$ cat config.mk
export PLATFORM = sky130hd
export DESIGN_NAME = prcf_gyro
export DESIGN_NICKNAME = d
export VERILOG_FILES = /design/src/rtl/prcf_pkg.sv /design/src/rtl/prcf_gyro.sv
export SDC_FILE = /design/constraint.sdc
export NUM_CORES = 1
export LEC_CHECK = 0
export BUFFER_PORTS_ARGS = -buffer_cell sky130_fd_sc_hd__buf_2
export CAP_MARGIN = 5
export CORE_AREA = 4 4 300 302
export DETAILED_ROUTE_END_ITERATION = 8
export DIE_AREA = 0 0 304 306
export GPL_TIMING_DRIVEN = 0
export PLACE_DENSITY_LB_ADDON = 0.1
export SLEW_MARGIN = 5
export SYNTH_ARGS = -nofsm -noshare
export SYNTH_HDL_FRONTEND = slang
export SYNTH_SLANG_ARGS = --single-unit
$ cat constraint.sdc
create_clock -name clk -period 8.4 [get_ports clk]
set_input_delay 1.68 -clock clk [delete_from_list [all_inputs] [get_ports clk]]
set_output_delay 1.68 -clock clk [all_outputs]
set_load 0.005 [all_outputs]
$ cat src/rtl/prcf_pkg.sv
// prcf_pkg: shared constants, widths, register codes and the atan table
// for the pitch/roll complementary filter
// no dependencies
package prcf_pkg;

  // angle format and cordic length
  localparam int CORDIC_STEPS    = 16;
  localparam int ANGLE_FRAC_BITS = 16;
  localparam int ATAN_LEN        = 24;
  localparam int CORDIC_FRAC     = 24;
  localparam int CORDIC_RUN      = (CORDIC_STEPS > ATAN_LEN) ? ATAN_LEN : CORDIC_STEPS;
  localparam int ATAN_IDX_W      = 5;

  // stored angle: +-360 deg plus cordic headroom
  localparam int ANGLE_W = ANGLE_FRAC_BITS + 10;
  // gyro increment, signed
  localparam int DELTA_W = ANGLE_FRAC_BITS + 17;
  // cordic x/y datapath and q24 angle accumulator
  localparam int CORD_W  = 28;
  localparam int Z_W     = 34;
  localparam int Z_SH    = CORDIC_FRAC - ANGLE_FRAC_BITS;
  localparam longint Z_HALF = 64'd1 << (Z_SH - 1);
  localparam longint Z_90   = 64'd90 << CORDIC_FRAC;

  // gyro product |rate*scale| and the serial multiply/divide
  localparam int MAG_W    = 40;
  localparam int US_W     = 20;
  localparam int NUM_W    = 59;
  localparam longint DIV_D    = 64'd1000000 << (CORDIC_FRAC - ANGLE_FRAC_BITS);
  localparam longint DIV_HALF = DIV_D / 2;
  localparam int REM_W    = $clog2(DIV_D) + 1;
  localparam int GCNT_W   = $clog2(NUM_W);

  // blend
  localparam int W_W        = 17;
  localparam int WEIGHT_ONE = 65536;
  localparam int BL_W       = DELTA_W + 1;
  localparam int PROD_W     = BL_W + W_W + 1;
  localparam longint ANGLE_LIM = 64'd360 << ANGLE_FRAC_BITS;

  // output rounding to 8 fraction bits
  localparam int OUT_SH   = ANGLE_FRAC_BITS - 8;
  localparam longint OUT_HALF = (OUT_SH > 0) ? (64'd1 << (OUT_SH - 1)) : 64'd0;
  localparam int OUT_W    = 18;

  // ports
  localparam int IN_DATA_W  = 104;
  localparam int OUT_DATA_W = 40;
  localparam int CFG_IDX_W  = 2;
  localparam int CFG_DATA_W = 24;

  // configuration register indexes
  localparam logic [CFG_IDX_W-1:0] REG_RATE_SCALE  = 2'd0;
  localparam logic [CFG_IDX_W-1:0] REG_GYRO_WEIGHT = 2'd1;

  localparam logic [23:0]    RATE_SCALE_RST  = 24'd128070;
  localparam logic [W_W-1:0] GYRO_WEIGHT_RST = 17'd62259;

  // atan(2^-i) in degrees, 24 fraction bits
  function automatic logic [30:0] atan_q24(input logic [ATAN_IDX_W-1:0] idx);
    logic [30:0] v;
    unique case (idx)
      5'd0:  v = 31'd754974720;
      5'd1:  v = 31'd445687602;
      5'd2:  v = 31'd235489088;
      5'd3:  v = 31'd119537938;
      5'd4:  v = 31'd60000934;
      5'd5:  v = 31'd30029717;
      5'd6:  v = 31'd15018523;
      5'd7:  v = 31'd7509720;
      5'd8:  v = 31'd3754917;
      5'd9:  v = 31'd1877466;
      5'd10: v = 31'd938734;
      5'd11: v = 31'd469367;
      5'd12: v = 31'd234684;
      5'd13: v = 31'd117342;
      5'd14: v = 31'd58671;
      5'd15: v = 31'd29335;
      5'd16: v = 31'd14668;
      5'd17: v = 31'd7334;
      5'd18: v = 31'd3667;
      5'd19: v = 31'd1833;
      5'd20: v = 31'd917;
      5'd21: v = 31'd458;
      5'd22: v = 31'd229;
      5'd23: v = 31'd115;
      default: v = 31'd0;
    endcase
    return v;
  endfunction

endpackage

$ cat src/rtl/prcf_gyro.sv
// prcf_gyro: gyro angle increment, rate*scale*us / (1e6 * 2^(24-frac)),
// shift-add multiply one bit a cycle, restoring divide one bit a cycle
// depends on prcf_pkg
module prcf_gyro import prcf_pkg::*; (
  input  logic                       clk,
  input  logic                       rst_n,
  input  logic                       start,
  input  logic signed [15:0]         rate,
  input  logic [23:0]                scale,
  input  logic [US_W-1:0]            us,
  output logic                       done,
  output logic signed [DELTA_W-1:0]  delta
);

  localparam logic [2:0] G_IDLE = 3'd0;
  localparam logic [2:0] G_MUL  = 3'd1;
  localparam logic [2:0] G_RND  = 3'd2;
  localparam logic [2:0] G_DIV  = 3'd3;
  localparam logic [2:0] G_SGN  = 3'd4;

  localparam logic [REM_W-1:0] DIV_C  = REM_W'(DIV_D);
  localparam logic [NUM_W-1:0] HALF_C = NUM_W'(DIV_HALF);
  localparam logic [GCNT_W-1:0] MUL_LAST = GCNT_W'(US_W - 1);
  localparam logic [GCNT_W-1:0] DIV_LAST = GCNT_W'(NUM_W - 1);

  logic [2:0]               state_r, state_nxt;
  logic [GCNT_W-1:0]        cnt_r, cnt_nxt;
  logic [MAG_W-1:0]         mag_r, mag_nxt;
  logic                     neg_r, neg_nxt;
  logic [US_W-1:0]          us_r, us_nxt;
  logic [NUM_W-1:0]         num_r, num_nxt;
  logic [REM_W-1:0]         rem_r, rem_nxt;
  logic                     done_r, done_nxt;
  logic signed [DELTA_W-1:0] delta_r, delta_nxt;

  logic signed [MAG_W:0]    prod, prod_abs;
  logic [REM_W-1:0]         rem_sh;
  logic                     ge;
  logic signed [DELTA_W-1:0] qmag;

  assign prod     = rate * $signed({1'b0, scale});
  assign prod_abs = prod[MAG_W] ? -prod : prod;
  assign rem_sh   = {rem_r[REM_W-2:0], num_r[NUM_W-1]};
  assign ge       = rem_sh >= DIV_C;
  assign qmag     = $signed({1'b0, num_r[DELTA_W-2:0]});

  // sequencer
  always_comb begin
    state_nxt = state_r;
    cnt_nxt   = cnt_r;
    mag_nxt   = mag_r;
    neg_nxt   = neg_r;
    us_nxt    = us_r;
    num_nxt   = num_r;
    rem_nxt   = rem_r;
    done_nxt  = 1'b0;
    delta_nxt = delta_r;
    unique case (state_r)
      G_IDLE: begin
        if (start) begin
          mag_nxt   = prod_abs[MAG_W-1:0];
          neg_nxt   = prod[MAG_W];
          us_nxt    = us;
          num_nxt   = '0;
          cnt_nxt   = '0;
          state_nxt = G_MUL;
        end
      end
      // msb-first shift-add over the microsecond count
      G_MUL: begin
        num_nxt = {num_r[NUM_W-2:0], 1'b0}
                  + (us_r[US_W-1] ? {{(NUM_W-MAG_W){1'b0}}, mag_r} : '0);
        us_nxt  = {us_r[US_W-2:0], 1'b0};
        cnt_nxt = cnt_r + 1'b1;
        if (cnt_r == MUL_LAST) begin
          state_nxt = G_RND;
        end
      end
      G_RND: begin
        num_nxt   = num_r + HALF_C;
        rem_nxt   = '0;
        cnt_nxt   = '0;
        state_nxt = G_DIV;
      end
      // restoring divide, quotient shifts in behind the dividend
      G_DIV: begin
        rem_nxt = ge ? (rem_sh - DIV_C) : rem_sh;
        num_nxt = {num_r[NUM_W-2:0], ge};
        cnt_nxt = cnt_r + 1'b1;
        if (cnt_r == DIV_LAST) begin
          state_nxt = G_SGN;
        end
      end
      G_SGN: begin
        delta_nxt = neg_r ? -qmag : qmag;
        done_nxt  = 1'b1;
        state_nxt = G_IDLE;
      end
      default: begin
        state_nxt = G_IDLE;
      end
    endcase
  end

  // control state
  always_ff @(posedge clk) begin
    if (!rst_n) begin
      state_r <= G_IDLE;
      done_r  <= 1'b0;
    end else begin
      state_r <= state_nxt;
      done_r  <= done_nxt;
    end
  end

  // datapath
  always_ff @(posedge clk) begin
    cnt_r   <= cnt_nxt;
    mag_r   <= mag_nxt;
    neg_r   <= neg_nxt;
    us_r    <= us_nxt;
    num_r   <= num_nxt;
    rem_r   <= rem_nxt;
    delta_r <= delta_nxt;
  end

  assign done  = done_r;
  assign delta = delta_r;

endmodule

After elaboration in Yosys (flattened, before gate mapping). Cells that the tools add are included.

Register bits: 191. Input bits: 63. Word-level logic and storage cells: 54.

Add/subtract/negate cells: 6. $mul: 1. Order comparisons: 1. Equality and inequality tests: 9. Muxes and demuxes: 16. Reductions and logical operators: 11.

Operator list (count): case mux 59 bit (4 select lines) (1); 2-to-1 mux 40 bit (2); adder 59 x 27 -> 59 bit (second input constant) (1); adder 59 x 40 -> 59 bit (1); 2-to-1 mux 59 bit (1); case mux 28 bit (2 select lines) (1); multiplier 16 x 25 -> 41 bit (1); negator 40 bit (1); case mux 20 bit (2 select lines) (1); negator 32 -> 33 bit (1); 2-to-1 mux 32 bit (1); >= comparator 29 x 28 -> 1 bit (second input constant) (1); 2-to-1 mux 28 bit (1); subtractor 28 bit (second input constant) (1); 2-to-1 mux 20 bit (1); case mux 6 bit (3 select lines) (1); case mux 3 bit (4 select lines) (1); 2-to-1 mux 3 bit (3); AND reduction 2 bit (4); adder 6 x 1 -> 6 bit (second input constant) (1); equality test 3 x 2 -> 1 bit (second input constant) (2); equality test 6 x 5 -> 1 bit (second input constant) (1); equality test 6 bit (second input constant) (1); 2-to-1 mux 6 bit (1); 10 further kinds (13).

Logic depth before layout (Yosys ltp).
Depth after elaboration: 4. Gate-level depth with buffers: 28. Gate-level depth less buffers: 26.

Worst setup path after synthesis. OpenSTA, ideal clock, no wires.

Path kind: input-to-reg. Start: input scale[9]. End: register mag_r[29] (data pin). Setup time: 0.270 ns. Data arrival time: 8.177 ns. Setup slack: -0.047 ns. Cell stages on the path: 25. Cells stage by stage: clkbuf_1 > nand2_1 > fa_1 > inv_1 > fa_1 > inv_1 > fa_1 > inv_1 > fa_1 > fa_1 > inv_1 > fa_1 > inv_1 > ha_1 > a21o_2 > a21o_1 > a2111oi_2 > nor2_2 > mux2i_1 > a2111o_1 > nor2_4 > nand3_4 > or4_4 > o41ai_2 > xor2_1.

Word-level cells in the longest chain between the ends: 3.

Ends and longest elaborated chain: start, declared (RTL line prcf_gyro.sv:9) `input logic [23:0] scale,`; multiplier 16 x 25 -> 41 bit (*) (RTL line prcf_gyro.sv:41) `assign prod = rate * $signed({1'b0, scale});`; negator 40 bit (RTL line prcf_gyro.sv:42) `assign prod_abs = prod[MAG_W] ? -prod : prod;`; 2-to-1 mux 40 bit (*) (RTL line prcf_gyro.sv:42); net prod_abs[29] (RTL line prcf_gyro.sv:36) `logic signed [MAG_W:0] prod, prod_abs;`; end signal, assigned (RTL line prcf_gyro.sv:119) `mag_r <= mag_nxt;`; end, declared (RTL line prcf_gyro.sv:28) `logic [MAG_W-1:0] mag_r, mag_nxt;`.

The timed path passes the listed nets; every way through them passes the cells marked *. A chain may end at the register's enable or synchronous reset.

Final worst setup path.
Start: input rate[15]. End: register mag_r[39] (data pin).

Word-level cells in the longest chain between the ends: 3.

Ends and longest elaborated chain: start, declared (RTL line prcf_gyro.sv:8) `input logic signed [15:0] rate,`; multiplier 16 x 25 -> 41 bit (*) (RTL line prcf_gyro.sv:41); negator 40 bit (RTL line prcf_gyro.sv:42); 2-to-1 mux 40 bit (*) (RTL line prcf_gyro.sv:42); net prod_abs[39] (RTL line prcf_gyro.sv:36).

Marked as above.

==> results_dict.tcl <==
set metrics [dict create \
    syn_avg_cell_area_um2 9.04 \
    netlist.area_leader.share_pct 23.6 \
    maxCapViolCount 0 \
    worst_setup_path_start_kind "input port" \
    grt_pass1_wl_mm 124 \
    min-delay-path-class "reg2reg" \
    diodes 0 \
    cts_max_level 4 \
    dp_hpwl_mm 64.2 \
    initial_core_util_pct 29.6 \
    place.gp.congestion 0.868 \
    syn-cell-area_um2 26000 \
    cp-end-kind "flop" \
    die_h_um 306 \
    nets 3570 \
    critPathKind "in2reg" \
    clock_skew_ns 0.0127 \
    hold_viol_final 0 \
    numCtsBuffers 17 \
    first_pass_iters 5 \
    crit_arrival_ns 8.40 \
    synth-main-ff-cell "edfxtp_1" \
    critPathRequiredTime_ns 8.60 \
    synthTopCellsByArea "fa_1, edfxtp_1, ha_1" \
    slew_violations 0 \
    fin_setup_tns_ns 0 \
    period_minus_slack_ns 8.20 \
    root_buffer "clkbuf_16" \
    hold_ws_ns 0.515 \
    drcViolationCount 0 \
    fin_area_um2 29900 \
    drtIter0Drc 1050 \
    dpl_cell_area_um2 28000 \
    rsz0062_at_grt "true" \
    setup_violations 0 \
    final_common_cell "inv_1" \
    synth_edf_count 187 \
    syn_inst 2877 \
    design.core.area_um2 87700 \
    die_area_um2 93000 \
    syn_nets 3432 \
    grt_pass1_vias 21300 \
    grt_overflow 0 \
    clk_path_buf_depth 2 \
    mostFrequentLayoutCells "inv_1, nand2_1, fa_1" \
    post-route-period-util_pct 97.7 \
    ys_ff_latch 191 \
    area_growth_pct 14.9 \
    rows 109 \
    clock.fmax_mhz 122 \
    routedWlPerCell_um 18.7 \
    async_reset_ff_share_pct 0 \
    die_w_um 304 \
    viasPerCell 4.80 \
    dr_total_vias 20100 \
    tritoncts "yes" \
    totalWireLength_mm 78.4 \
    synth_top_cell_by_area "fa_1" \
    critical_path_peak_fanout 10 \
    outcome "finished clean" \
    slew_headroom_pct 41.2 \
    grtUsageTotal_pct 16.9 \
    io_buffers 96 \
    clkTransAtPathRegs_ns 0.07 \
    tightest_slew_ns 0.881 \
    grt_max_degree 35 \
    holdBufCountCts 0 \
    ys_seq_area_share_pct 21.9 \
    num_io_pins 97 \
    clock_latency_ns 0.46 \
    synth.distinct_cells 101 \
    antenna_found_initial 0 \
    cts.sinks 191 \
    final_layout_size_suffix_gt1_share_pct 10.8 \
    yosysWarnings 0 \
    postRouteAntennaNets 0 \
]
## synth_stat cells, drive strengths merged, types with 41 or more instances
cell / number
fa: 307
o21ai: 89
ha: 185
xnor2: 101
xor2: 74
nand3: 41
nand2: 409
clkbuf: 118
edfxtp: 187
inv: 429
a21oi: 116
and2: 217
nor2: 124
a21o: 43
## state kept, by name, indices dropped and copies added (netlist names)
signal   flops
rem_r       28
neg_r        1
cnt_r        6
num_r       59
us_r        20
done         1
delta       33
mag_r       40
state_r      3
## kinds of logic (layout without fill, tap and decap cells)
family	after synthesis	count (layout)	synth area share [%]
multiplexers	6	6	0.236
AO/OA/AOI/OAI	455	455	12.0
AND/OR/NAND/NOR	992	992	19.1
XOR/XNOR	175	175	5.90
flip-flops	191	191	21.9
adder cells (fa/ha/maj)	492	492	32.5
buffers and inverters	566	717	8.36
## worst paths after layout
kind                                            end  slack (ns)  cells past startpoint               start
worst max-delay path            mag_r[39]$_DFFE_PP_        0.20                     25            rate[15]
worst min-delay path              us_r[3]$_DFFE_PP_        0.52                      2   us_r[2]$_DFFE_PP_
worst max register to register  num_r[47]$_DFFE_PP_        3.53                     15  us_r[19]$_DFFE_PP_
worst min register to register    us_r[3]$_DFFE_PP_        0.52                      2   us_r[2]$_DFFE_PP_
## stage by stage
stage,utilization (%),instances,setup slack (ns)
2_1_floorplan,-,2877,0.0159
3_3_place_gp,31.9,4138,-1.76
3_5_place_dp,32.0,4145,-1.77
4_1_cts,33.4,4178,-0.0181
5_1_grt,34.1,4193,-0.0397
6_report,34.1,4193,0.196
## routing by layer
layer | track usage (%) | vias to the layer above | wire length (µm)
met5 | 0 | - | 0
met4 | 4.74 | 0 | 2010
met3 | 1.42 | 85 | 2400
met2 | 28.9 | 410 | 37300
met1 | 23.0 | 9859 | 36600
li1 | - | 9753 | -
## what timing repair did
item                       in CTS  in global routing
pin swaps                       6                 38
cloned                          0                  0
buffers inserted                6                 16
gates resized for setup       174                136
setup endpoints to repair      40                 40
## worst max-delay path: stages
cell and delay (ns):
clkbuf_4 0.18, clkinvlp_4 0.18, buf_12 0.19, nor2_2 0.13, fa_1 0.43, fa_1 0.52
fa_1 0.57, fa_1 0.46, fa_1 0.55, inv_1 0.05, fa_1 0.52, inv_1 0.04
ha_1 0.28, buf_4 0.17, and4_1 0.18, and3_4 0.20, and3_4 0.19, a211oi_4 0.34
a41oi_2 0.24, or2_2 0.34, a211oi_2 0.21, o21bai_2 0.11, a211oi_2 0.31, a41oi_2 0.17
xnor2_1 0.15
## final cells by class
| cell class | instances | area, µm² |
|---|---|---|
| fill | 9146 | 57800 |
| inverter | 430 | 1620 |
| tap | 1165 | 1460 |
| sequential | 191 | 5700 |
| timing repair buffer | 125 | 822 |
| clock buffer | 18 | 429 |
| buffer | 130 | 1030 |
| clock inverter | 14 | 181 |
| multi-input combinational | 2120 | 18600 |
Power is not shown: default switching activity piles up to over one toggle a cycle in this logic, so the estimate is an artifact.
