===== config.mk =====
export PLATFORM = sky130hd
export DESIGN_NAME = prcf_cordic
export DESIGN_NICKNAME = d
export VERILOG_FILES = /design/src/rtl/prcf_pkg.sv /design/src/rtl/prcf_cordic.sv
export SDC_FILE = /design/constraint.sdc
export NUM_CORES = 1
export LEC_CHECK = 0
export ABC_AREA = 1
export BUFFER_PORTS_ARGS = -buffer_cell sky130_fd_sc_hd__buf_2
export CAP_MARGIN = 15
export CORE_MARGIN = 3
export CORE_UTILIZATION = 61
export DETAILED_ROUTE_END_ITERATION = 7
export MAX_ROUTING_LAYER = met4
export PLACE_DENSITY = 0.86
export SYNTH_ARGS = -nofsm -noshare
export SYNTH_HDL_FRONTEND = slang
export SYNTH_SLANG_ARGS = --single-unit

===== constraint.sdc =====
create_clock -name clk -period 5 [get_ports clk]
set_input_delay 0.75 -clock clk [delete_from_list [all_inputs] [get_ports clk]]
set_output_delay 0.75 -clock clk [all_outputs]
set_load 0.03 [all_outputs]

===== src/rtl/prcf_pkg.sv =====
// prcf_pkg: shared constants, widths, register codes and the atan table
// for the pitch/roll complementary filter
// no dependencies
package prcf_pkg;

  // angle format and cordic length
  localparam int CORDIC_STEPS    = 16;
  localparam int ANGLE_FRAC_BITS = 16;
  localparam int ATAN_LEN        = 24;
  localparam int CORDIC_FRAC     = 24;
  localparam int CORDIC_RUN      = (CORDIC_STEPS > ATAN_LEN) ? ATAN_LEN : CORDIC_STEPS;
  localparam int ATAN_IDX_W      = 5;

  // stored angle: +-360 deg plus cordic headroom
  localparam int ANGLE_W = ANGLE_FRAC_BITS + 10;
  // gyro increment, signed
  localparam int DELTA_W = ANGLE_FRAC_BITS + 17;
  // cordic x/y datapath and q24 angle accumulator
  localparam int CORD_W  = 28;
  localparam int Z_W     = 34;
  localparam int Z_SH    = CORDIC_FRAC - ANGLE_FRAC_BITS;
  localparam longint Z_HALF = 64'd1 << (Z_SH - 1);
  localparam longint Z_90   = 64'd90 << CORDIC_FRAC;

  // gyro product |rate*scale| and the serial multiply/divide
  localparam int MAG_W    = 40;
  localparam int US_W     = 20;
  localparam int NUM_W    = 59;
  localparam longint DIV_D    = 64'd1000000 << (CORDIC_FRAC - ANGLE_FRAC_BITS);
  localparam longint DIV_HALF = DIV_D / 2;
  localparam int REM_W    = $clog2(DIV_D) + 1;
  localparam int GCNT_W   = $clog2(NUM_W);

  // blend
  localparam int W_W        = 17;
  localparam int WEIGHT_ONE = 65536;
  localparam int BL_W       = DELTA_W + 1;
  localparam int PROD_W     = BL_W + W_W + 1;
  localparam longint ANGLE_LIM = 64'd360 << ANGLE_FRAC_BITS;

  // output rounding to 8 fraction bits
  localparam int OUT_SH   = ANGLE_FRAC_BITS - 8;
  localparam longint OUT_HALF = (OUT_SH > 0) ? (64'd1 << (OUT_SH - 1)) : 64'd0;
  localparam int OUT_W    = 18;

  // ports
  localparam int IN_DATA_W  = 104;
  localparam int OUT_DATA_W = 40;
  localparam int CFG_IDX_W  = 2;
  localparam int CFG_DATA_W = 24;

  // configuration register indexes
  localparam logic [CFG_IDX_W-1:0] REG_RATE_SCALE  = 2'd0;
  localparam logic [CFG_IDX_W-1:0] REG_GYRO_WEIGHT = 2'd1;

  localparam logic [23:0]    RATE_SCALE_RST  = 24'd128070;
  localparam logic [W_W-1:0] GYRO_WEIGHT_RST = 17'd62259;

  // atan(2^-i) in degrees, 24 fraction bits
  function automatic logic [30:0] atan_q24(input logic [ATAN_IDX_W-1:0] idx);
    logic [30:0] v;
    unique case (idx)
      5'd0:  v = 31'd754974720;
      5'd1:  v = 31'd445687602;
      5'd2:  v = 31'd235489088;
      5'd3:  v = 31'd119537938;
      5'd4:  v = 31'd60000934;
      5'd5:  v = 31'd30029717;
      5'd6:  v = 31'd15018523;
      5'd7:  v = 31'd7509720;
      5'd8:  v = 31'd3754917;
      5'd9:  v = 31'd1877466;
      5'd10: v = 31'd938734;
      5'd11: v = 31'd469367;
      5'd12: v = 31'd234684;
      5'd13: v = 31'd117342;
      5'd14: v = 31'd58671;
      5'd15: v = 31'd29335;
      5'd16: v = 31'd14668;
      5'd17: v = 31'd7334;
      5'd18: v = 31'd3667;
      5'd19: v = 31'd1833;
      5'd20: v = 31'd917;
      5'd21: v = 31'd458;
      5'd22: v = 31'd229;
      5'd23: v = 31'd115;
      default: v = 31'd0;
    endcase
    return v;
  endfunction

endpackage


===== src/rtl/prcf_cordic.sv =====
// prcf_cordic: vectoring cordic, atan2(y, x) in degrees, one rotation per cycle
// depends on prcf_pkg
module prcf_cordic import prcf_pkg::*; (
  input  logic                       clk,
  input  logic                       rst_n,
  input  logic                       start,
  input  logic signed [CORD_W-1:0]   y_in,
  input  logic signed [CORD_W-1:0]   x_in,
  output logic                       done,
  output logic signed [ANGLE_W-1:0]  angle
);

  localparam logic [1:0] C_IDLE = 2'd0;
  localparam logic [1:0] C_ROT  = 2'd1;
  localparam logic [1:0] C_RND  = 2'd2;

  localparam logic signed [Z_W-1:0] Z90_C   = Z_W'(Z_90);
  localparam logic signed [Z_W-1:0] ZHALF_C = Z_W'(Z_HALF);
  localparam logic [ATAN_IDX_W-1:0] IDX_LAST = ATAN_IDX_W'(CORDIC_RUN - 1);

  logic [1:0]                state_r, state_nxt;
  logic [ATAN_IDX_W-1:0]     idx_r, idx_nxt;
  logic signed [CORD_W-1:0]  x_r, x_nxt, y_r, y_nxt;
  logic signed [Z_W-1:0]     z_r, z_nxt;
  logic                      zero_r, zero_nxt;
  logic                      done_r, done_nxt;
  logic signed [ANGLE_W-1:0] angle_r, angle_nxt;

  logic signed [CORD_W-1:0]  xs, ys;
  logic signed [Z_W-1:0]     tbl, z_rnd;

  assign xs    = x_r >>> idx_r;
  assign ys    = y_r >>> idx_r;
  assign tbl   = $signed({3'b000, atan_q24(idx_r)});
  assign z_rnd = (z_r + ZHALF_C) >>> Z_SH;

  // sequencer: load with quadrant fold, rotate, round
  always_comb begin
    state_nxt = state_r;
    idx_nxt   = idx_r;
    x_nxt     = x_r;
    y_nxt     = y_r;
    z_nxt     = z_r;
    zero_nxt  = zero_r;
    done_nxt  = 1'b0;
    angle_nxt = angle_r;
    unique case (state_r)
      C_IDLE: begin
        if (start) begin
          zero_nxt  = (x_in == '0) && (y_in == '0);
          idx_nxt   = '0;
          state_nxt = C_ROT;
          if (x_in < 0) begin
            if (y_in >= 0) begin
              x_nxt = y_in;
              y_nxt = -x_in;
              z_nxt = Z90_C;
            end else begin
              x_nxt = -y_in;
              y_nxt = x_in;
              z_nxt = -Z90_C;
            end
          end else begin
            x_nxt = x_in;
            y_nxt = y_in;
            z_nxt = '0;
          end
        end
      end
      C_ROT: begin
        if (y_r > 0) begin
          x_nxt = x_r + ys;
          y_nxt = y_r - xs;
          z_nxt = z_r + tbl;
        end else begin
          x_nxt = x_r - ys;
          y_nxt = y_r + xs;
          z_nxt = z_r - tbl;
        end
        idx_nxt = idx_r + 1'b1;
        if (idx_r == IDX_LAST) begin
          state_nxt = C_RND;
        end
      end
      C_RND: begin
        angle_nxt = zero_r ? '0 : ANGLE_W'(z_rnd);
        done_nxt  = 1'b1;
        state_nxt = C_IDLE;
      end
      default: begin
        state_nxt = C_IDLE;
      end
    endcase
  end

  // control state
  always_ff @(posedge clk) begin
    if (!rst_n) begin
      state_r <= C_IDLE;
      done_r  <= 1'b0;
    end else begin
      state_r <= state_nxt;
      done_r  <= done_nxt;
    end
  end

  // datapath
  always_ff @(posedge clk) begin
    idx_r   <= idx_nxt;
    x_r     <= x_nxt;
    y_r     <= y_nxt;
    z_r     <= z_nxt;
    zero_r  <= zero_nxt;
    angle_r <= angle_nxt;
  end

  assign done  = done_r;
  assign angle = angle_r;

endmodule


# After elaboration in Yosys (flattened, before gate mapping)
# Memory sizes are Yosys's and may differ from the RTL's. A register that Yosys moved wholly into a read port is not among the register bits.
# Cells that the tools add are included.
[word_totals]
reg_bits = 125
mem_bits_ro = 960
output_inout_bits = 27
elab_cells = 59
mem_count = 1
[memory_table]
columns = ["name", "depth", "width", "read_ports", "rd_clocked_by_memory_dff", "write_ports", "line_no", "text"]
rows = [
  ["(name not given)", 32, 30, 1, 1, 0, "prcf_pkg.sv:62", "unique case (idx)"],
]
[classes]
add_sub_neg = 10
order_cmp = 3
eq_ne = 5
n_shift = 2
n_mux = 22
reduce_logical = 8
[op_table]
columns = ["cell", "n"]
rows = [
  ["28-bit 2-to-1 mux", 8],
  ["34-bit 2-to-1 mux", 4],
  ["28-bit one-hot mux with 2 select lines", 2],
  ["34-bit one-hot mux with 2 select lines", 1],
  ["28-bit adder", 2],
  ["28-bit zero test", 2],
  ["28-bit negator", 2],
  ["28-bit by 5-bit >>> shifter with 28-bit output", 2],
  ["28-bit subtractor", 2],
  ["34-bit by 32-bit adder with 34-bit output", 1],
  ["34-bit by 9-bit adder with 34-bit output, second input constant", 1],
  ["34-bit by 32-bit subtractor with 34-bit output", 1],
  ["28-bit by 1-bit greater-or-equal comparator with 1-bit output, second input constant", 1],
  ["28-bit by 1-bit greater-than comparator with 1-bit output, second input constant", 1],
  ["28-bit by 1-bit less-than comparator with 1-bit output, second input constant", 1],
  ["5-bit 2-to-1 mux", 2],
  ["5-bit one-hot mux with 2 select lines", 1],
  ["2-bit AND reduction", 3],
  ["5-bit by 1-bit adder with 5-bit output, second input constant", 1],
  ["5-bit by 4-bit == test with 1-bit output, second input constant", 1],
  ["2-bit 2-to-1 mux", 2],
  ["2-bit inequality test, second input constant", 2],
  ["2-bit one-hot mux with 2 select lines", 1],
  ["2-bit by 1-bit == test with 1-bit output, second input constant", 1],
  ["other kinds (5)", 5],
]

# Logic depth before layout (Yosys ltp)
# Gate-level depths: netlist (run 1).
[depth]
ltp_word = 5
mapped_depth = 34

# Worst setup path after synthesis (run 1)
# Ideal clock, no wire load.
[synth_path]
path_kind = "register to register"
from = "register idx_r[2]"
to = "register x_r[24], data pin"
setup_time_ns = 0.263
arrival_time_ns = 3.852
t_required_ns = 4.737
setup_slack_ns = 0.885
path_stages_with_launch = 25
n_path_buf = 2
period_less_slack_ns = 4.115
path_cell_list = "edfxtp_1 > buf_2 > inv_2 > buf_1 > nand3_1 > nand3_1 > nand2_1 > o21ai_0 > inv_1 > ha_1 > o21ai_0 > inv_1 > fa_1 > o21ai_0 > a21oi_1 > inv_1 > nand2_1 > nand2_1 > a21oi_1 > o21ai_0 > nand3_1 > o21ai_0 > nand2_1 > nand2_1 > o21ai_0"
[synth_between]
elab_chain_cells = 4
word_cells_on_any_way = 5
[synth_lines]
columns = ["item", "line_no", "text"]
rows = [
  ["start: declaration", "prcf_cordic.sv:22", "logic [ATAN_IDX_W-1:0] idx_r, idx_nxt;"],
  ["start signal: assignment", "prcf_cordic.sv:109", "idx_r <= idx_nxt;"],
  ["28-bit by 5-bit >>> shifter with 28-bit output *", "prcf_cordic.sv:33", "assign ys = y_r >>> idx_r;"],
  ["28-bit subtractor or 28-bit adder (tied branches)", "prcf_cordic.sv:76, prcf_cordic.sv:72", ""],
  ["28-bit 2-to-1 mux *", "prcf_cordic.sv:71", "if (y_r > 0) begin"],
  ["28-bit one-hot mux with 2 select lines *", "prcf_cordic.sv:47", "unique case (state_r)"],
  ["via x_nxt[24]", "prcf_cordic.sv:23", "logic signed [CORD_W-1:0] x_r, x_nxt, y_r, y_nxt;"],
  ["end signal: assignment", "prcf_cordic.sv:110", "x_r <= x_nxt;"],
  ["end: declaration", "prcf_cordic.sv:23", ""],
]
# The timed path passes the listed nets; every way through them passes the cells marked *.
# A chain may end at the register's enable or synchronous reset.

# Worst setup path after layout (run 1)
[layout_path]
from = "register idx_r[0]"
to = "register y_r[27], data pin"
[layout_between]
elab_chain_cells = 4
word_cells_on_any_way = 5
[layout_lines]
columns = ["item", "line_no", "text"]
rows = [
  ["28-bit by 5-bit >>> shifter with 28-bit output *", "prcf_cordic.sv:32", "assign xs = x_r >>> idx_r;"],
  ["28-bit adder or 28-bit subtractor (tied branches)", "prcf_cordic.sv:77, prcf_cordic.sv:73", ""],
  ["28-bit 2-to-1 mux *", "prcf_cordic.sv:71", ""],
  ["28-bit one-hot mux with 2 select lines *", "prcf_cordic.sv:47", ""],
  ["via y_nxt[27]", "prcf_cordic.sv:23", ""],
  ["end signal: assignment", "prcf_cordic.sv:111", "y_r <= y_nxt;"],
  ["end: declaration", "prcf_cordic.sv:23", ""],
]
# Marked as above.

==> results of run 1 <==
==> power by group <==
part | internal [uW] | total [uW] | switching, uW
sequential | 1770 | 2170 | 409
clock | 789 | 1390 | 606
combinational | 2250 | 6800 | 4550
==> kinds of logic (layout without fill, tap and decap cells) <==
family,count (synthesis),in the layout,share of synthesized area (%)
simple gates,1557,1557,37.0
compound gates,531,531,17.0
buf+inv,374,421,8.21
flops,155,155,24.2
xor+xnor,118,118,5.79
fa+ha+maj,110,110,7.83
==> registers in the layout (all words and copies together) (netlist names) <==
register and count:
y_r 28, z_r 34, tbl 30, idx_r 5
state_r 2, zero_r 1, done 1, x_r 28
angle 26
==> how the worst max path moves through the flow <==
stage / startpoint / to / slack (ps) / depth (start not counted)
6_report: idx_r[0]$_DFFE_PP_ / y_r[27]$_DFFE_PP_ / 180 / 29
5_1_grt: idx_r[0]$_DFFE_PP_ / y_r[25]$_DFFE_PP_ / -80 / 31
4_1_cts: idx_r[0]$_DFFE_PP_ / y_r[25]$_DFFE_PP_ / 80 / 29
3_5_place_dp: idx_r[0]$_DFFE_PP_ / y_r[25]$_DFFE_PP_ / 100 / 29
3_3_place_gp: idx_r[0]$_DFFE_PP_ / y_r[25]$_DFFE_PP_ / 210 / 29
2_1_floorplan: idx_r[2]$_DFFE_PP_ / x_r[24]$_DFFE_PP_ / 880 / 24
==> worst register-to-register path: cells and delay by family, from the launching register on <==
kind / cells / cell delay, ps
adder cells (fa/ha/maj): 2 / 590
buffers and inverters: 6 / 710
XOR/XNOR: 1 / 180
AO/OA/AOI/OAI: 2 / 310
flip-flops: 1 / 460
AND/OR/NAND/NOR: 18 / 2310
==> metal layers <==
layer	track usage (%)	wire length, um
met1	52.1	24800
met2	66.1	29300
met3	7.04	6940
met4	27.5	5030
met5	-	0
==> final cells by class <==
class,count,area share (%)
tap,384,2.48
inverter,263,5.11
clock buffer,19,2.23
timing repair buffer,126,4.27
sequential,155,22.3
multi-input combinational,2316,62.8
clock inverter,13,0.858
==> cells in the mapped netlist (8+ instances only) <==
cell type  instances
xnor2_1           38
buf_1             24
a31oi_1           22
ha_1             107
buf_2             29
inv_1            255
edfxtp_1         122
a21oi_1          206
o31ai_1            9
o221ai_1          28
nand2_1          787
nand4_1           26
o22ai_1            8
nand3_1          399
nor3_1            39
or2_2              8
o21ai_1            8
o21ai_0          177
nor4_1            19
o211ai_1          19
clkbuf_1          54
o21a_1            17
a21o_1             9
xor2_1            80
nor2_1           257
dfxtp_1           33
==> timing repair <==
item / 4_1_cts / 5_1_grt
buffers inserted: 0 / 0
endpoints found under the setup margin: 0 / 21
resized for setup: 0 / 29
==> per-stage QoR <==
step           hold slack, ps  utilization [%]  power [uW]  worst slack, ps
4_1_cts                   517             67.0       10000             78.9
3_3_place_gp              512             64.9        8480              205
5_1_grt                   522             67.4       11200            -77.6
6_report                  528             67.4       10400              179
2_1_floorplan             444                -        6820              885
3_5_place_dp              543             64.9        8590              102
==> impl_metrics.yaml, run 1 <==
synthesis:
  ys_seq_area_share_pct: 24.2
  netlist_instances: 2845
  synth-main-ff-cell: "edfxtp_1"
  ys_ff_latch: 155
  synth_cell_type_count: 53
  async_flop_share_pct: 0
  synth_top_cells_by_area: "edfxtp_1 (21%), nand2_1 (17%), nand3_1 (11%)"
  synth_nets: 3014
  ys_warn_count: 0
  synth.top_cell.area_share_pct: 20.5
  yosysTopAreaCell: "edfxtp_1"
  synthesis.area_um2: 17900
  synth_edf_count: 122
  synth.avg_cell_area_um2: 6.28
timing:
  period_share_pct: 96.4
  drv_slew: 0
  min_period_ps: 4820
  max_freq_ghz: 0.207
  final-setup-viol-count: 0
  tns_ps: 0
  max_slew_margin_pct: 38.1
  finalHoldViolCount: 0
  tightest_slew_ps: 928
  fin_skew_ps: 13.0
  rsz0062_at_grt: "true"
routing:
  via_per_inst: 6.33
  vias: 20700
  detail-route-antenna-nets: 0
  route.detailed.drc: 0
  routed_wl_um: 66100
  initialDrtViolationCount: 2671
  drt-pass1-iter-count: 6
  post_drt_wl_per_cell_um: 20.2
hold_path:
  hp-start: "rst_n"
  min_path_type: "in2reg"
  holdPathStages: 2
  min_to: "state_r[0]$_SDFFE_PN0P_"
placement:
  post-dp-hpwl_um: 51200
  dpl_cell_area_um2: 18700
  globalplace.congestion: 1.10
  place.port_buffers: 85
  place_inst: 3243
worst_setup_path:
  r2r_end: "y_r[27]$_DFFE_PP_"
  cpMaxStageDelayCell: "edfxtp_1"
  crit_required_ps: 5220
  crit_top_cell: "nand2_1"
  end_kind: "register"
  arrival_ps: 5040
  slowest_delay_ps: 460
  cpLargestDelayFamily: "simple AND/OR/NAND/NOR gates"
  cp_num_buf_inv: 6
  r2r_cells: 29
  r2r_start: "idx_r[0]$_DFFE_PP_"
  path_max_fanout: 16
  crit_path_start_kind: "register"
  r2r_slack_ps: 180
  worstSetupPathType: "reg2reg"
floorplanning:
  die-width_um: 177
  core_um2: 28800
  fp-row-count: 62
  start_util_pct: 62.1
  io_pins: 86
  dieArea_um2: 31400
  die_h_um: 177
finish:
  final_cells: 3276
  nets: 3048
  layout_common_cells: "nand2_1 (786), nand3_1 (399), nor2_1 (255), inv_1 (252), a21oi_1 (205)"
  antenna_cells: 0
  syn2layout_area_growth_pct: 8.62
  n_fill_cell: 2613
  register_area_um2: 4320
  multi_input_comb_area_um2: 12200
  design_area_um2: 19400
  layout_commonest_cell: "nand2_1"
  drive_gt1_share_pct: 7.23
cts:
  clock_path_buffers: 2
  cts_tree: "done"
  htree_levels: 4
  ctsRootBufferMaster: "clkbuf_16"
  clock_latency_ps: 470
  cts_sinks: 155
  clkSlewWorstSetupHoldPaths_ps: 70
  hold_buffers: 0
  numCtsBuffers: 17
job:
  cap_violations: 0
global_routing:
  grt_pass1_wl_um: 102000
  antenna_found_initial: 0
  grt_start_max_net_pins: 75
  grt_pass1_vias: 19000
  track_usage_pct: 42.9
  grt_overflow: 0
pwr:
  powerDensity_nw_per_um2: 535
  p_leak_uw: 0.00923
  vdd_drop_max_mv: 0.363
outcome:
  status: "complete, no violations"
(Power assumes the default switching activity.)
==> inputs of run 2 (changes only) <==
--- a/config.mk
+++ b/config.mk
@@ -12,7 +12,7 @@
 export CORE_UTILIZATION = 61
 export DETAILED_ROUTE_END_ITERATION = 7
 export MAX_ROUTING_LAYER = met4
-export PLACE_DENSITY = 0.86
+export PLACE_DENSITY = 0.78
 export SYNTH_ARGS = -nofsm -noshare
 export SYNTH_HDL_FRONTEND = slang
 export SYNTH_SLANG_ARGS = --single-unit
==> impl_metrics.yaml, run 2 (synthesized netlist as in run 1, its figures left out) <==
outcome:
  status: "finished with violations"
  violations: "DRC"
cts:
  htree_levels: 4
  ctsRootBufferMaster: "clkbuf_16"
  hold_buffers: 0
  cts_tree: "done"
  clock_latency_ps: 460
  clkSlewWorstSetupHoldPaths_ps: 80
  cts_sinks: 155
  numCtsBuffers: 17
  clock_path_buffers: 2
worst_setup_path:
  path_max_fanout: 26
  crit_required_ps: 5200
  end_kind: "register"
  cpMaxStageDelayCell: "edfxtp_1"
  arrival_ps: 4980
  worstSetupPathType: "reg2reg"
  slowest_delay_ps: 470
  crit_path_start_kind: "register"
  critical_path.startpoint: "idx_r[0]$_DFFE_PP_"
  r2r_start: "idx_r[0]$_DFFE_PP_"
pwr:
  swShare_pct: 54.6
  vdd_drop_max_mv: 0.385
  cellInternalPower_uw: 4720
  p_leak_uw: 0.00928
  seqPwrFrac_pct: 20.8
  clkPwrFrac_pct: 13.1
  power_switching_uw: 5680
  power_frac_comb_pct: 66.0
  powerDensity_nw_per_um2: 535
finish:
  nets: 3050
  n_fill_cell: 2612
  layout_common_cells: "nand2_1 (784), nand3_1 (399), nor2_1 (256), inv_1 (251), a21oi_1 (205)"
  final_cells: 3281
  layout_commonest_cell: "nand2_1"
  largest-register: "z_r"
  syn2layout_area_growth_pct: 8.91
  largest_register_ffs: 34
  drive_gt1_share_pct: 7.36
global_routing:
  grt-busiest-layer: "met2"
  gr-usage-met2_pct: 66.6
  track_usage_pct: 42.2
  grt_pass1_vias: 19200
  use_met3_pct: 8.19
  grt_pass1_wl_um: 101000
  antenna_found_initial: 3
  met1_usage_pct: 49.2
  grt_start_max_net_pins: 71
  grt_overflow: 0
timing:
  finalHoldViolCount: 0
  fin_ws_ps: 218
  final-setup-viol-count: 0
  min_period_ps: 4780
  max_freq_ghz: 0.209
  rsz0062_at_grt: "true"
  max_slew_margin_pct: 37.8
  tightest_slew_ps: 932
  period_share_pct: 95.6
  drv_slew: 0
  fin_skew_ps: 11.8
routing:
  route.detailed.drc: 3
  routed_wl_um: 66200
  via_per_inst: 6.33
  detail-route-antenna-nets: 0
  post_drt_wl_per_cell_um: 20.2
  initialDrtViolationCount: 2560
  drt-pass1-iter-count: 8
  vias: 20800
placement:
  place.port_buffers: 85
  post-dp-hpwl_um: 50900
  dp_slack_ps: 103
  place_inst: 3244
  globalplace.congestion: 1.13
floorplanning:
  fp-row-count: 62
  core_um2: 28800
  start_util_pct: 62.1
  dieArea_um2: 31400
  die-width_um: 177
  io_pins: 86
  die_h_um: 177
hold_path:
  hp-start: "rst_n"
  min_path_type: "in2reg"
job:
  cap_violations: 0
[run 2: cell types whose count changed in the layout (fill, tap and decap cells not counted), moves of 3 or more]
cell and change:
o21ai_0 +3, inv_6 +4, o21ai_2 -3, diode_2 +3, bufinv_16 -3, inv_8 +3
inv_4 +3
[run 2: path summary, 6_finish.rpt]
| kind | end | slack [ps] | cells after the start |
|---|---|---|---|
| setup / recovery | y_r[25]$_DFFE_PP_ | 220 | 29 |
| hold / removal | state_r[0]$_SDFFE_PN0P_ | 540 | 2 |
| setup reg to reg | y_r[25]$_DFFE_PP_ | 220 | 29 |
| hold reg to reg | done$_SDFF_PN0_ | 540 | 2 |
[run 2: layer usage]
| layer | vias to the layer above | part of all wire (%) |
|---|---|---|
| met5 | - | 0 |
| met4 | 0 | 8.0 |
| li1 | 9781 | - |
| met3 | 345 | 10 |
| met2 | 1362 | 45 |
| met1 | 9295 | 37 |
[run 2: worst max-delay path: cells and delay by family, from the launching register on]
kind / cells / cell delay, ps
and+or+nand+nor: 19 / 2550
AOI/OAI and AO/OA: 3 / 320
DFF: 1 / 470
xor gates and xnor gates: 1 / 260
adders and majority gates: 2 / 400
buffers and inverters: 4 / 520
[run 2: timing repair]
action                                  4_1_cts  5_1_grt
resized for setup                             0       32
buffers inserted                              0        1
endpoints found under the setup margin        0       24
[run 2: stage by stage]
| step | instance area, um^2 | TNS [ps] | total power, uW | utilization (%) | hold slack [ps] |
|---|---|---|---|---|---|
| 2_1_floorplan | 17900 | 0 | 6820 | - | 444 |
| 3_3_place_gp | 18700 | 0 | 8510 | 65.0 | 493 |
| 3_5_place_dp | 18700 | 0 | 8620 | 65.0 | 534 |
| 4_1_cts | 19300 | 0 | 10000 | 67.0 | 538 |
| 5_1_grt | 19500 | -96.2 | 11100 | 67.6 | 538 |
| 6_report | 19500 | 0 | 10400 | 67.6 | 536 |
[run 2: area by class of cell]
class	instances	area, um^2	area share (%)
antenna	3	7.51	0.0386
clock buffer	18	450	2.32
clock inverter	14	141	0.727
inverter	263	1000	5.14
multi-input combinational	2316	12200	62.6
sequential	155	4320	22.2
tap	384	480	2.47
timing repair buffer	128	881	4.53
[run 2: power by group through the flow]
stage / registers, uW / clock network (uW) / logic, uW
4_1_cts: 2130 / 1360 / 6540
3_3_place_gp: 2150 / 0 / 6360
3_5_place_dp: 2160 / 0 / 6460
2_1_floorplan: 1960 / 0 / 4870
5_1_grt: 2170 / 1410 / 7570
6_report: 2170 / 1360 / 6870
